## src/rtl/core/estv_pkg.sv

```systemverilog
// Shared constants, types and the sine table builder for the chirp tone voice.
package estv_pkg;

   // Sine table geometry
   localparam int unsigned SINE_TABLE_BITS = 10;
   localparam int unsigned SINE_SIZE       = 1 << SINE_TABLE_BITS;
   localparam int unsigned QSIZE           = SINE_SIZE >> 2;

   // Fixed-point constants
   localparam int unsigned TONE_SCALE  = 29000;
   localparam logic [14:0] SQUARE_AMP  = 15'd22938;
   localparam logic [31:0] ENV_ONE     = 32'h8000_0000;
   localparam logic [31:0] HALF_PI_Q30 = 32'd1686629713;
   localparam logic [63:0] ONE_Q30     = 64'd1 << 30;
   localparam logic signed [18:0] SAT_HI = 19'sd32000;
   localparam logic signed [18:0] SAT_LO = -19'sd32000;

   // Configuration port
   localparam int unsigned CSR_ADDR_W = 5;
   localparam int unsigned CSR_DATA_W = 32;

   typedef enum logic [2:0] {
      REG_INIT_STEP  = 3'd0,
      REG_STEP_RATIO = 3'd1,
      REG_DECAY      = 3'd2,
      REG_GAIN       = 3'd3,
      REG_LENGTH     = 3'd4,
      REG_SQUARE     = 3'd5
   } reg_idx_type;

   localparam logic [30:0] RST_INIT_STEP  = 31'd357913941;
   localparam logic [31:0] RST_STEP_RATIO = 32'd1073741824;
   localparam logic [31:0] RST_DECAY      = 32'hFFFF_FFFF;
   localparam logic [15:0] RST_GAIN       = 16'd32768;
   localparam logic [15:0] RST_LENGTH     = 16'd2205;

   typedef struct packed {
      logic [30:0] initial_phase_step;
      logic [31:0] step_ratio;
      logic [31:0] decay_factor;
      logic [15:0] gain;
      logic [15:0] sweep_length;
      logic        square_mode;
   } cfg_type;

   // Controller to datapath
   typedef struct packed {
      logic load;      // take the input transfer, step voice state
      logic mul_gain;  // step update, tone magnitude times scaled gain
      logic mul_env;   // envelope update, times envelope
      logic emit;      // mix, saturate, fill output register
   } dp_cmd_type;

   // Datapath to controller
   typedef struct packed {
      logic out_blocked;
   } dp_status_type;

   typedef logic signed [15:0] sine_rom_type [SINE_SIZE];

   // Sine of q/QSIZE quarter turns, 0..32767, from a 9th-order odd polynomial in Q30.
   function automatic logic [15:0] quarter_sine(input logic [31:0] q);
      logic [63:0] x;
      logic [63:0] x2;
      logic [63:0] t;
      logic [63:0] s;
      logic [63:0] v;
      x  = (64'(q) * 64'(HALF_PI_Q30)) >> (SINE_TABLE_BITS - 2);
      x2 = (x * x) >> 30;
      t  = ONE_Q30 - x2 / 64'd72;
      t  = ONE_Q30 - ((x2 * t) >> 30) / 64'd42;
      t  = ONE_Q30 - ((x2 * t) >> 30) / 64'd20;
      t  = ONE_Q30 - ((x2 * t) >> 30) / 64'd6;
      s  = (x * t) >> 30;
      v  = (s * 64'd32767 + (64'd1 << 29)) >> 30;
      if (v > 64'd32767) begin
         v = 64'd32767;
      end
      return v[15:0];
   endfunction

   // Full-cycle table, built from the quarter wave by mirroring.
   function automatic sine_rom_type build_sine();
      sine_rom_type rom;
      logic [31:0]  quad;
      logic [31:0]  r;
      logic [15:0]  v;
      for (int n = 0; n < SINE_SIZE; n++) begin
         quad = 32'(n) >> (SINE_TABLE_BITS - 2);
         r    = 32'(n) & 32'(QSIZE - 1);
         v    = quad[0] ? quarter_sine(32'(QSIZE) - r) : quarter_sine(r);
         rom[n] = quad[1] ? -v : v;
      end
      return rom;
   endfunction

endpackage

```

## src/rtl/core/estv_ctrl.sv

```systemverilog
// Sequencer that steps one sample through the datapath.
module estv_ctrl (
   input  logic                    clock,
   input  logic                    reset,
   input  logic                    req_valid,
   output logic                    req_stall,
   input  estv_pkg::dp_status_type status,
   output estv_pkg::dp_cmd_type    cmd
);
   import estv_pkg::*;

   typedef enum logic [1:0] {
      ST_IDLE,
      ST_GAIN,
      ST_ENV,
      ST_EMIT
   } state_type;

   state_type state_ff;
   state_type state_in;

   always_comb begin
      state_in = state_ff;
      case (state_ff)
         ST_IDLE: if (req_valid) state_in = ST_GAIN;
         ST_GAIN: state_in = ST_ENV;
         ST_ENV:  state_in = ST_EMIT;
         ST_EMIT: if (!status.out_blocked) state_in = ST_IDLE;
         default: state_in = ST_IDLE;
      endcase
   end

   always_ff @(posedge clock) begin
      if (reset) begin
         state_ff <= ST_IDLE;
      end else begin
         state_ff <= state_in;
      end
   end

   assign req_stall    = (state_ff != ST_IDLE);
   assign cmd.load     = (state_ff == ST_IDLE) && req_valid;
   assign cmd.mul_gain = (state_ff == ST_GAIN);
   assign cmd.mul_env  = (state_ff == ST_ENV);
   assign cmd.emit     = (state_ff == ST_EMIT) && !status.out_blocked;

endmodule

```

## config.mk

```make
export PLATFORM = sky130hd
export DESIGN_NAME = estv_ctrl
export DESIGN_NICKNAME = d
export VERILOG_FILES = /design/src/rtl/core/estv_pkg.sv /design/src/rtl/core/estv_ctrl.sv
export SDC_FILE = /design/constraint.sdc
export NUM_CORES = 1
export LEC_CHECK = 0
export ABC_AREA = 1
export BUFFER_PORTS_ARGS = -buffer_cell sky130_fd_sc_hd__buf_2
export CORE_AREA = 2 2 39 41
export DETAILED_ROUTE_END_ITERATION = 6
export DIE_AREA = 0 0 41 43
export GPL_TIMING_DRIVEN = 0
export MAX_ROUTING_LAYER = met4
export SLEW_MARGIN = 30
export SYNTH_ARGS = -nofsm -noshare
export SYNTH_HDL_FRONTEND = slang
export SYNTH_SLANG_ARGS = --single-unit
```

## constraint.sdc

```tcl
create_clock -name clock -period 1.8 [get_ports clock]
set_clock_uncertainty 0.05 [all_clocks]
set_input_delay 0.45 -clock clock [delete_from_list [all_inputs] [get_ports clock]]
set_output_delay 0.45 -clock clock [all_outputs]
set_load 0.01 [all_outputs]
```

==> run_results.csv <==
group,metric,value,unit
timing,timing_hold_violations_final,0,
drt,drtAntennaViolNets,0,
timing,fin_crit_sh,0.915,
clock_tree,clockRootBuffer,"clkbuf_4",
clock_tree,htree_num_levels,1,
timing,setup_tns,0,ns
synthesis,synth_top_family_by_area,"adder cells",
power_and_ir_drop,worst_ir_drop_vdd,0.239,mV
clock_tree,ctsLongestPathBuffers,2,
drt,wire_per_inst,6.35,um
global_routing,grtUsageTotal,0.0554,
cells_and_area,fill_cells,161,
floorplan,die_y,43,um
drt,drc,0,
power_and_ir_drop,power,0.410,mW
synthesis,synth_area,191,um2
clock_tree,hold_buffers,0,
setup_path,path_max_fanout,4,
drt,drtPass1Iterations,2,
place,place_ws,0.372,ns
timing,slew_headroom,0.902,
timing,rsz0062_at_grt,"false",
cells_and_area,fin_util,0.198,
drt,drt_iter0_drc,1,
place,dp_hpwl,290,um
synthesis,muxShareOfSynthArea,0,
cells_and_area,n_antenna_cell,0,
min_path,hold_class,"in -> reg",
synthesis,ys_ff_latch,2,
synthesis,syn_nets,37,
cells_and_area,areaGrowthSynthToFinish,43.1,%
clock_tree,post_cts_buffers,0,
power_and_ir_drop,p_leak,0.169,nW
cells_and_area,largest_reg_flops,2,
setup_path,critPathArrivalTime,1.15,ns
cells_and_area,final_cell_area,274,um2
clock_tree,cts_sinks,2,
place,place.gp.congestion,0.606,
clock_tree,cts_made_buffers,3,
timing,fmax,607,MHz
place,placed_area,251,um2
setup_path,cp.required,1.30,ns
floorplan,initial_core_util,0.138,
setup_path,startpoint,"state_ff[0]$_SDFFE_PP0P_",
synthesis,synth.avg_cell_area,6.84,um2
run_status,status,"finished, final reports clean",
floorplan,io_pins,9,
timing,finalSetupViolCount,0,
setup_path,start_kind,"flip-flop",
timing,worstMarginPinSlew,0.147,ns
clock_tree,clk_latency,0.22,ns
place,numPortBuffers,8,
setup_path,end_kind,"output port",
power_and_ir_drop,power_density,1500,mW/mm2
timing,report.final.slew_viol_count,0,
global_routing,grt_pass1_vias,145,
setup_path,crit_top_cell,"inv_1",
synthesis,synth_fa_ha_area_frac,0.327,
floorplan,die_area,0.00176,mm2
global_routing,grt-ovfl-total,0,
global_routing,grt_pass1_wl,517,um
setup_path,cp_slowest_cell,"dfxtp_1",
synthesis,ys_warn_count,0,
setup_path,max_stage_delay,0.37,ns
synthesis,synth-compound-area-share,0.0523,
synthesis,synthDistinctLibCells,8,
synthesis,yosys.area_share.simple,0.255,
global_routing,grt_start_max_net_pins,5,
cells_and_area,nets,50,
floorplan,fp-row-count,14,
drt,wirelength,349,um
clock_tree,cts_tree,"yes",
synthesis,synth-xor-area-share,0,
drt,routed-via-count,195,
cells_and_area,drive_gt1_frac,0.333,
flow_run,cap_viol_max_count,0,
synthesis,seq_area_frac_synth,0.209,
setup_path,crit_type,"reg -> out",
cells_and_area,largest_registers,"state_ff (2)",
floorplan,dieWidth,41,um
cells_and_area,regMostFlops,"state_ff",
timing,timing.final.ws_setup,0.152,ns
min_path,hold_path.startpoint,"reset",
global_routing,antenna_found_initial,0,
setup_path,crit_chain,"inv_1 > ha_1 > nand2_1 > inv_1 > buf_2",
setup_path,r2r_start,"state_ff[0]$_SDFFE_PP0P_",
timing,period_needed,1.65,ns
floorplan,core,0.00138,mm2
clock_tree,cts_resized,0,
drt,vias_per_cell,3.55,
clock_tree,clkTransAtPathRegs,0.03,ns
synthesis,syn_inst,28,
[critical path, delay by kind of cell, from the launching register on]
kind / cells / cell delay (ns)
fa+ha+maj: 1 / 0.24
buf+inv: 3 / 0.25
flops: 1 / 0.37
simple gates: 1 / 0.07
[metal layers]
metal,track usage,vias to the layer above,part of all wire
met5,-,-,0
met4,0.100,0,0.023
met3,0.0314,2,0.11
met2,0.0625,4,0.52
met1,0.0414,84,0.34
li1,-,105,-
[layout make-up]
class,count,area [um2],share of cell area
Timing Repair Buffer,8,40.0,0.146
Multi-Input combinational cell,18,121,0.443
Clock buffer,3,22.5,0.0822
Sequential cell,2,40.0,0.146
Inverter,8,30.0,0.110
Tap cell,16,20.0,0.0731
[stage by stage]
stage,hold WS (ns),std cells
after floorplan,0.452,28
after global placement,0.495,52
after detailed placement,0.496,52
after CTS,0.432,55
after global routing,0.451,55
final,0.434,55
[cells in the final DEF (no fill, tap or decap)]
cell / instances
a21oi_1: 2
buf_2: 8
clkbuf_4: 3
dfxtp_1: 2
ha_1: 5
inv_1: 8
nand2_1: 3
nand2_2: 2
nand3_1: 2
nor2_1: 4
[synthesized netlist by cell type]
| library cell | number | area, um2 |
|---|---|---|
| dfxtp_1 | 2 | 40.0 |
| nand2_2 | 2 | 12.5 |
| nand2_1 | 3 | 11.3 |
| inv_1 | 8 | 30.0 |
| a21oi_1 | 2 | 10.0 |
| ha_1 | 5 | 62.6 |
| nor2_1 | 4 | 15.0 |
| nand3_1 | 2 | 10.0 |
[worst paths after layout]
path / end / slack [ns] / cells after the start
worst max-delay path: cmd[3] / 0.15 / 5
worst min-delay path: state_ff[1]$_SDFFE_PP0P_ / 0.43 / 4
worst max register to register: state_ff[1]$_SDFFE_PP0P_ / 0.66 / 6
worst min register to register: state_ff[0]$_SDFFE_PP0P_ / 0.50 / 2
[where the power goes]
group | total, mW | internal [mW] | switching, mW
combinational | 0.226 | 0.0962 | 0.130
clock | 0.0969 | 0.0734 | 0.0236
sequential | 0.0863 | 0.0652 | 0.0211
[cells by family (layout without fill, tap and decap cells)]
family          count (synthesis)  in the layout
flops                           2              2
buf+inv                         8             19
simple gates                   11             11
fa+ha+maj                       5              5
compound gates                  2              2
No activity file was read; power rests on OpenSTA's default activity.
