File: config.mk
export PLATFORM = sky130hd
export DESIGN_NAME = estv_csr
export DESIGN_NICKNAME = d
export VERILOG_FILES = /design/src/rtl/core/estv_pkg.sv /design/src/rtl/core/estv_csr.sv
export SDC_FILE = /design/constraint.sdc
export NUM_CORES = 1
export LEC_CHECK = 0
export CAP_MARGIN = 20
export CORE_MARGIN = 5
export CORE_UTILIZATION = 57
export DETAILED_ROUTE_END_ITERATION = 6
export DONT_BUFFER_PORTS = 1
export GPL_ROUTABILITY_DRIVEN = 0
export GPL_TIMING_DRIVEN = 0
export PLACE_DENSITY = 0.75
export SYNTH_ARGS = -nofsm -noshare
export SYNTH_HDL_FRONTEND = slang
export SYNTH_SLANG_ARGS = --single-unit
File: constraint.sdc
create_clock -name clock -period 1.4 [get_ports clock]
set_input_delay 0.14 -clock clock [delete_from_list [all_inputs] [get_ports clock]]
set_output_delay 0.14 -clock clock [all_outputs]
set_load 0.02 [all_outputs]
File: src/rtl/core/estv_pkg.sv
// Shared constants, types and the sine table builder for the chirp tone voice.
package estv_pkg;

   // Sine table geometry
   localparam int unsigned SINE_TABLE_BITS = 10;
   localparam int unsigned SINE_SIZE       = 1 << SINE_TABLE_BITS;
   localparam int unsigned QSIZE           = SINE_SIZE >> 2;

   // Fixed-point constants
   localparam int unsigned TONE_SCALE  = 29000;
   localparam logic [14:0] SQUARE_AMP  = 15'd22938;
   localparam logic [31:0] ENV_ONE     = 32'h8000_0000;
   localparam logic [31:0] HALF_PI_Q30 = 32'd1686629713;
   localparam logic [63:0] ONE_Q30     = 64'd1 << 30;
   localparam logic signed [18:0] SAT_HI = 19'sd32000;
   localparam logic signed [18:0] SAT_LO = -19'sd32000;

   // Configuration port
   localparam int unsigned CSR_ADDR_W = 5;
   localparam int unsigned CSR_DATA_W = 32;

   typedef enum logic [2:0] {
      REG_INIT_STEP  = 3'd0,
      REG_STEP_RATIO = 3'd1,
      REG_DECAY      = 3'd2,
      REG_GAIN       = 3'd3,
      REG_LENGTH     = 3'd4,
      REG_SQUARE     = 3'd5
   } reg_idx_type;

   localparam logic [30:0] RST_INIT_STEP  = 31'd357913941;
   localparam logic [31:0] RST_STEP_RATIO = 32'd1073741824;
   localparam logic [31:0] RST_DECAY      = 32'hFFFF_FFFF;
   localparam logic [15:0] RST_GAIN       = 16'd32768;
   localparam logic [15:0] RST_LENGTH     = 16'd2205;

   typedef struct packed {
      logic [30:0] initial_phase_step;
      logic [31:0] step_ratio;
      logic [31:0] decay_factor;
      logic [15:0] gain;
      logic [15:0] sweep_length;
      logic        square_mode;
   } cfg_type;

   // Controller to datapath
   typedef struct packed {
      logic load;      // take the input transfer, step voice state
      logic mul_gain;  // step update, tone magnitude times scaled gain
      logic mul_env;   // envelope update, times envelope
      logic emit;      // mix, saturate, fill output register
   } dp_cmd_type;

   // Datapath to controller
   typedef struct packed {
      logic out_blocked;
   } dp_status_type;

   typedef logic signed [15:0] sine_rom_type [SINE_SIZE];

   // Sine of q/QSIZE quarter turns, 0..32767, from a 9th-order odd polynomial in Q30.
   function automatic logic [15:0] quarter_sine(input logic [31:0] q);
      logic [63:0] x;
      logic [63:0] x2;
      logic [63:0] t;
      logic [63:0] s;
      logic [63:0] v;
      x  = (64'(q) * 64'(HALF_PI_Q30)) >> (SINE_TABLE_BITS - 2);
      x2 = (x * x) >> 30;
      t  = ONE_Q30 - x2 / 64'd72;
      t  = ONE_Q30 - ((x2 * t) >> 30) / 64'd42;
      t  = ONE_Q30 - ((x2 * t) >> 30) / 64'd20;
      t  = ONE_Q30 - ((x2 * t) >> 30) / 64'd6;
      s  = (x * t) >> 30;
      v  = (s * 64'd32767 + (64'd1 << 29)) >> 30;
      if (v > 64'd32767) begin
         v = 64'd32767;
      end
      return v[15:0];
   endfunction

   // Full-cycle table, built from the quarter wave by mirroring.
   function automatic sine_rom_type build_sine();
      sine_rom_type rom;
      logic [31:0]  quad;
      logic [31:0]  r;
      logic [15:0]  v;
      for (int n = 0; n < SINE_SIZE; n++) begin
         quad = 32'(n) >> (SINE_TABLE_BITS - 2);
         r    = 32'(n) & 32'(QSIZE - 1);
         v    = quad[0] ? quarter_sine(32'(QSIZE) - r) : quarter_sine(r);
         rom[n] = quad[1] ? -v : v;
      end
      return rom;
   endfunction

endpackage

File: src/rtl/core/estv_csr.sv
// Configuration register file with APB-style access.
module estv_csr (
   input  logic                            clock,
   input  logic                            reset,
   input  logic                            csr_psel,
   input  logic                            csr_penable,
   input  logic                            csr_pwrite,
   input  logic [estv_pkg::CSR_ADDR_W-1:0] csr_paddr,
   input  logic [estv_pkg::CSR_DATA_W-1:0] csr_pwdata,
   output logic [estv_pkg::CSR_DATA_W-1:0] csr_prdata,
   output logic                            csr_pready,
   output estv_pkg::cfg_type               cfg
);
   import estv_pkg::*;

   cfg_type     cfg_ff;
   logic        wr_en;
   logic [2:0]  reg_idx;

   assign csr_pready = 1'b1;
   assign wr_en      = csr_psel & csr_penable & csr_pwrite & csr_pready;
   assign reg_idx    = csr_paddr[CSR_ADDR_W-1:2];
   assign cfg        = cfg_ff;

   always_ff @(posedge clock) begin
      if (reset) begin
         cfg_ff.initial_phase_step <= RST_INIT_STEP;
         cfg_ff.step_ratio         <= RST_STEP_RATIO;
         cfg_ff.decay_factor       <= RST_DECAY;
         cfg_ff.gain               <= RST_GAIN;
         cfg_ff.sweep_length       <= RST_LENGTH;
         cfg_ff.square_mode        <= 1'b0;
      end else if (wr_en) begin
         case (reg_idx)
            REG_INIT_STEP:  cfg_ff.initial_phase_step <= csr_pwdata[30:0];
            REG_STEP_RATIO: cfg_ff.step_ratio         <= csr_pwdata;
            REG_DECAY:      cfg_ff.decay_factor       <= csr_pwdata;
            REG_GAIN:       cfg_ff.gain               <= csr_pwdata[15:0];
            REG_LENGTH:     cfg_ff.sweep_length       <= csr_pwdata[15:0];
            REG_SQUARE:     cfg_ff.square_mode        <= csr_pwdata[0];
            default: ;
         endcase
      end
   end

   always_comb begin
      case (reg_idx)
         REG_INIT_STEP:  csr_prdata = {1'b0, cfg_ff.initial_phase_step};
         REG_STEP_RATIO: csr_prdata = cfg_ff.step_ratio;
         REG_DECAY:      csr_prdata = cfg_ff.decay_factor;
         REG_GAIN:       csr_prdata = {16'd0, cfg_ff.gain};
         REG_LENGTH:     csr_prdata = {16'd0, cfg_ff.sweep_length};
         REG_SQUARE:     csr_prdata = {31'd0, cfg_ff.square_mode};
         default:        csr_prdata = '0;
      endcase
   end

endmodule

==> results by group <==
Detailed routing
  – DRT antenna net count: 0
  – Count of TritonRoute iterations in the first routing pass: 5
  – Final wirelength: 23.7 mm
  – Drt wl/cell: 26.9 µm
  – Vias per inst: 6.65
  – Total number of vias: 5863
  – Number of remaining DRC errors: 0
  – DR iter-0 viols: 574

Synth
  – Syn Inst Count: 670
  – Asr flop ratio synth: 0
  – Leading area contributor after synthesis: dfxtp_1
  – Mapped cell area: 6140 µm²
  – Synth area leaders: dfxtp_1 (42%), mux2i_1 (20%), nand2b_1 (6.6%), nor2_1 (6.4%), o21ai_0 (3.0%)
  – Synth top area share: 0.417
  – Synth cell types: 29
  – Warnings from Yosys: 0
  – Number of synthesized flops with an enable pin: 0
  – Ys flop type: dfxtp_1
  – #FFs+latches synth: 128
  – Sequential fraction of the synthesis area: 0.417
  – Synth Area per Inst: 9.17 µm²
  – Syn nets: 712

Clocking
  – Clock buffer depth: 2
  – Worst skew pair latency: 0.54 ns
  – CTS sink cnt: 128
  – Reg clk slew, reported paths: 0.06 ns
  – CTS tree: built
  – TritonCTS buffer count: 17
  – CTS H-tree lvls: 4
  – Root buffer cell: clkbuf_8

Timing
  – Clock Skews: 0 ns
  – Max-slew violations: 0
  – Rel. slew slack: 0.458
  – Fin crit period: 1.66 ns
  – Final critical-path setup slack: -0.259 ns
  – Fmax: 603 MHz
  – Endpoints failing setup: 31
  – RSZ-0062 raised after global routing: true
  – Tcrit/Tclk final: 1.18
  – Fin Setup TNS: -4.69 ns
  – Slew @ Worst Pin: 0.812 ns
  – Final Hold Viols: 0

Layout
  – Area grow syn2layout: 30.2%
  – Commonest non-fill, non-tap cells in the layout: mux2i_1 (111), nor2_1 (88), nand2b_1 (65), dfxtp_4 (57), dfxtp_2 (40)
  – Max reg flops: 128
  – Share of cells above drive strength 1: 0.341
  – Nets@finish: 770
  – Most common cell after layout, fill and taps aside: mux2i_1
  – Layout Cells excl Fill: 882

Worst setup path
  – Worst-path fanout max: 3
  – Worst reg2reg endpoint: cfg[99]
  – R2R depth: 2
  – Worst setup path start: cfg[17]
  – CP endpoint kind: output port
  – Startpoint types: flip-flop
  – WS Path Type: reg -> out
  – Worst Path Arrival: 1.52 ns
  – Crit path to: csr_prdata[0]
  – Required time at the worst-slack endpoint: 1.26 ns
  – R2R Setup Slk: 0.51 ns
  – R2r startpoint: cfg[99]

GRT
  – First-pass GRT wire length: 34.5 mm
  – Largest net degree at the start of global routing: 17
  – Initial antenna violation count: 3
  – GRT Util Overall: 0.351
  – Vias in the first global route: 6133
  – GRT overflow: 0

Run
  – Max-cap violation count: 0

Placement
  – HPWL after DPL: 15.1 mm
  – Dpl cells: 810
  – PortBufs: 0
  – Dpl ws: -0.460 ns

Floorplanning
  – Die Wd: 114 µm
  – IO Pins: 203
  – Number of core rows: 38
  – Die Y: 114 µm
  – Die area: 13000 µm²
  – Initial core utilization: 0.574
  – CORE AREA: 10700 µm²

Worst hold path
  – HP Class: in -> reg

Power
  – Pwr dens: 1130 nW/µm²
  – Pleak: 3.00 nW
  – PnR Total Power: 9.04 mW
  – VDD IR max: 0.000829 V

Status
  – Status: complete, but fails checks
  – Violated checks: negative setup slack
-- metrics by stage --
stage	hold slack [ns]	area [µm²]	utilization
after floorplan	0.288	6230	-
after global placement	0.289	6400	0.599
after detailed placement	0.296	6400	0.599
after CTS	0.00683	7710	0.721
after global routing	0.0264	8000	0.747
final	0.00615	8000	0.747
-- synth_stat cells (all sizes together) (5+ instances only) --
cell,count
buf,28
dfxtp,128
nand3,33
o2bb2ai,5
a2bb2oi,15
a21oi,32
o21a,5
nor2,105
o22ai,10
mux2,12
a22oi,22
mux2i,122
nor2b,5
nand2b,65
clkbuf,36
o21ai,37
-- cell families after synthesis --
| family | count (synthesis) | synth area share |
|---|---|---|
| and+or+nand+nor | 216 | 0.178 |
| muxes | 134 | 0.221 |
| DFF | 128 | 0.417 |
| AOI/OAI and AO/OA | 127 | 0.129 |
| buffers and inverters | 64 | 0.0542 |
| other | 1 | 0.000611 |
-- metal layers --
metal | global-route usage | vias to the layer above | routed length [µm] | share of wire
met5 | 0 | - | 0 | 0
met4 | 0.211 | 0 | 975 | 0.041
met3 | 0.140 | 98 | 2980 | 0.13
met2 | 0.569 | 416 | 11600 | 0.49
met1 | 0.387 | 2875 | 8200 | 0.35
li1 | - | 2474 | - | -
-- critical path: stages (launching register included) --
cell     delay (ns)
dfxtp_2        0.37
mux2_2         0.29
a22oi_2        0.18
o21ai_2        0.14
-- area by class of cell --
class	instances	area, µm²
plain buffers	64	385
repair buffers	39	380
clock inverters	5	77.6
diodes	3	7.51
flip-flops and latches	128	2830
well taps	140	175
clock buffers	25	494
multi-input cells	478	3650
fillers	735	2700
-- report_power, final --
part	switching (mW)	total [mW]	internal, mW
Sequential	0.0653	3.64	3.57
Combinational	0.656	1.04	0.382
Clock	1.62	4.37	2.75
-- repair_timing --
action,in CTS,in global routing
endpoints found under the setup margin,32,43
endpoints found under the hold margin,128,0
gates resized for setup,187,69
setup buffers,0,5
hold buffers,34,0
pin swaps,28,22
-- how the worst min path moves through the flow --
stage	cells after the start	from	to
after floorplan	2	csr_pwdata[30]	cfg[127]
after global placement	2	csr_pwdata[12]	cfg[77]
after global routing	3	csr_penable	cfg[0]
after detailed placement	2	csr_pwdata[0]	cfg[65]
final	3	csr_penable	cfg[0]
after CTS	3	csr_pwrite	cfg[127]
Note: power is estimated with default switching activity, not from simulation.
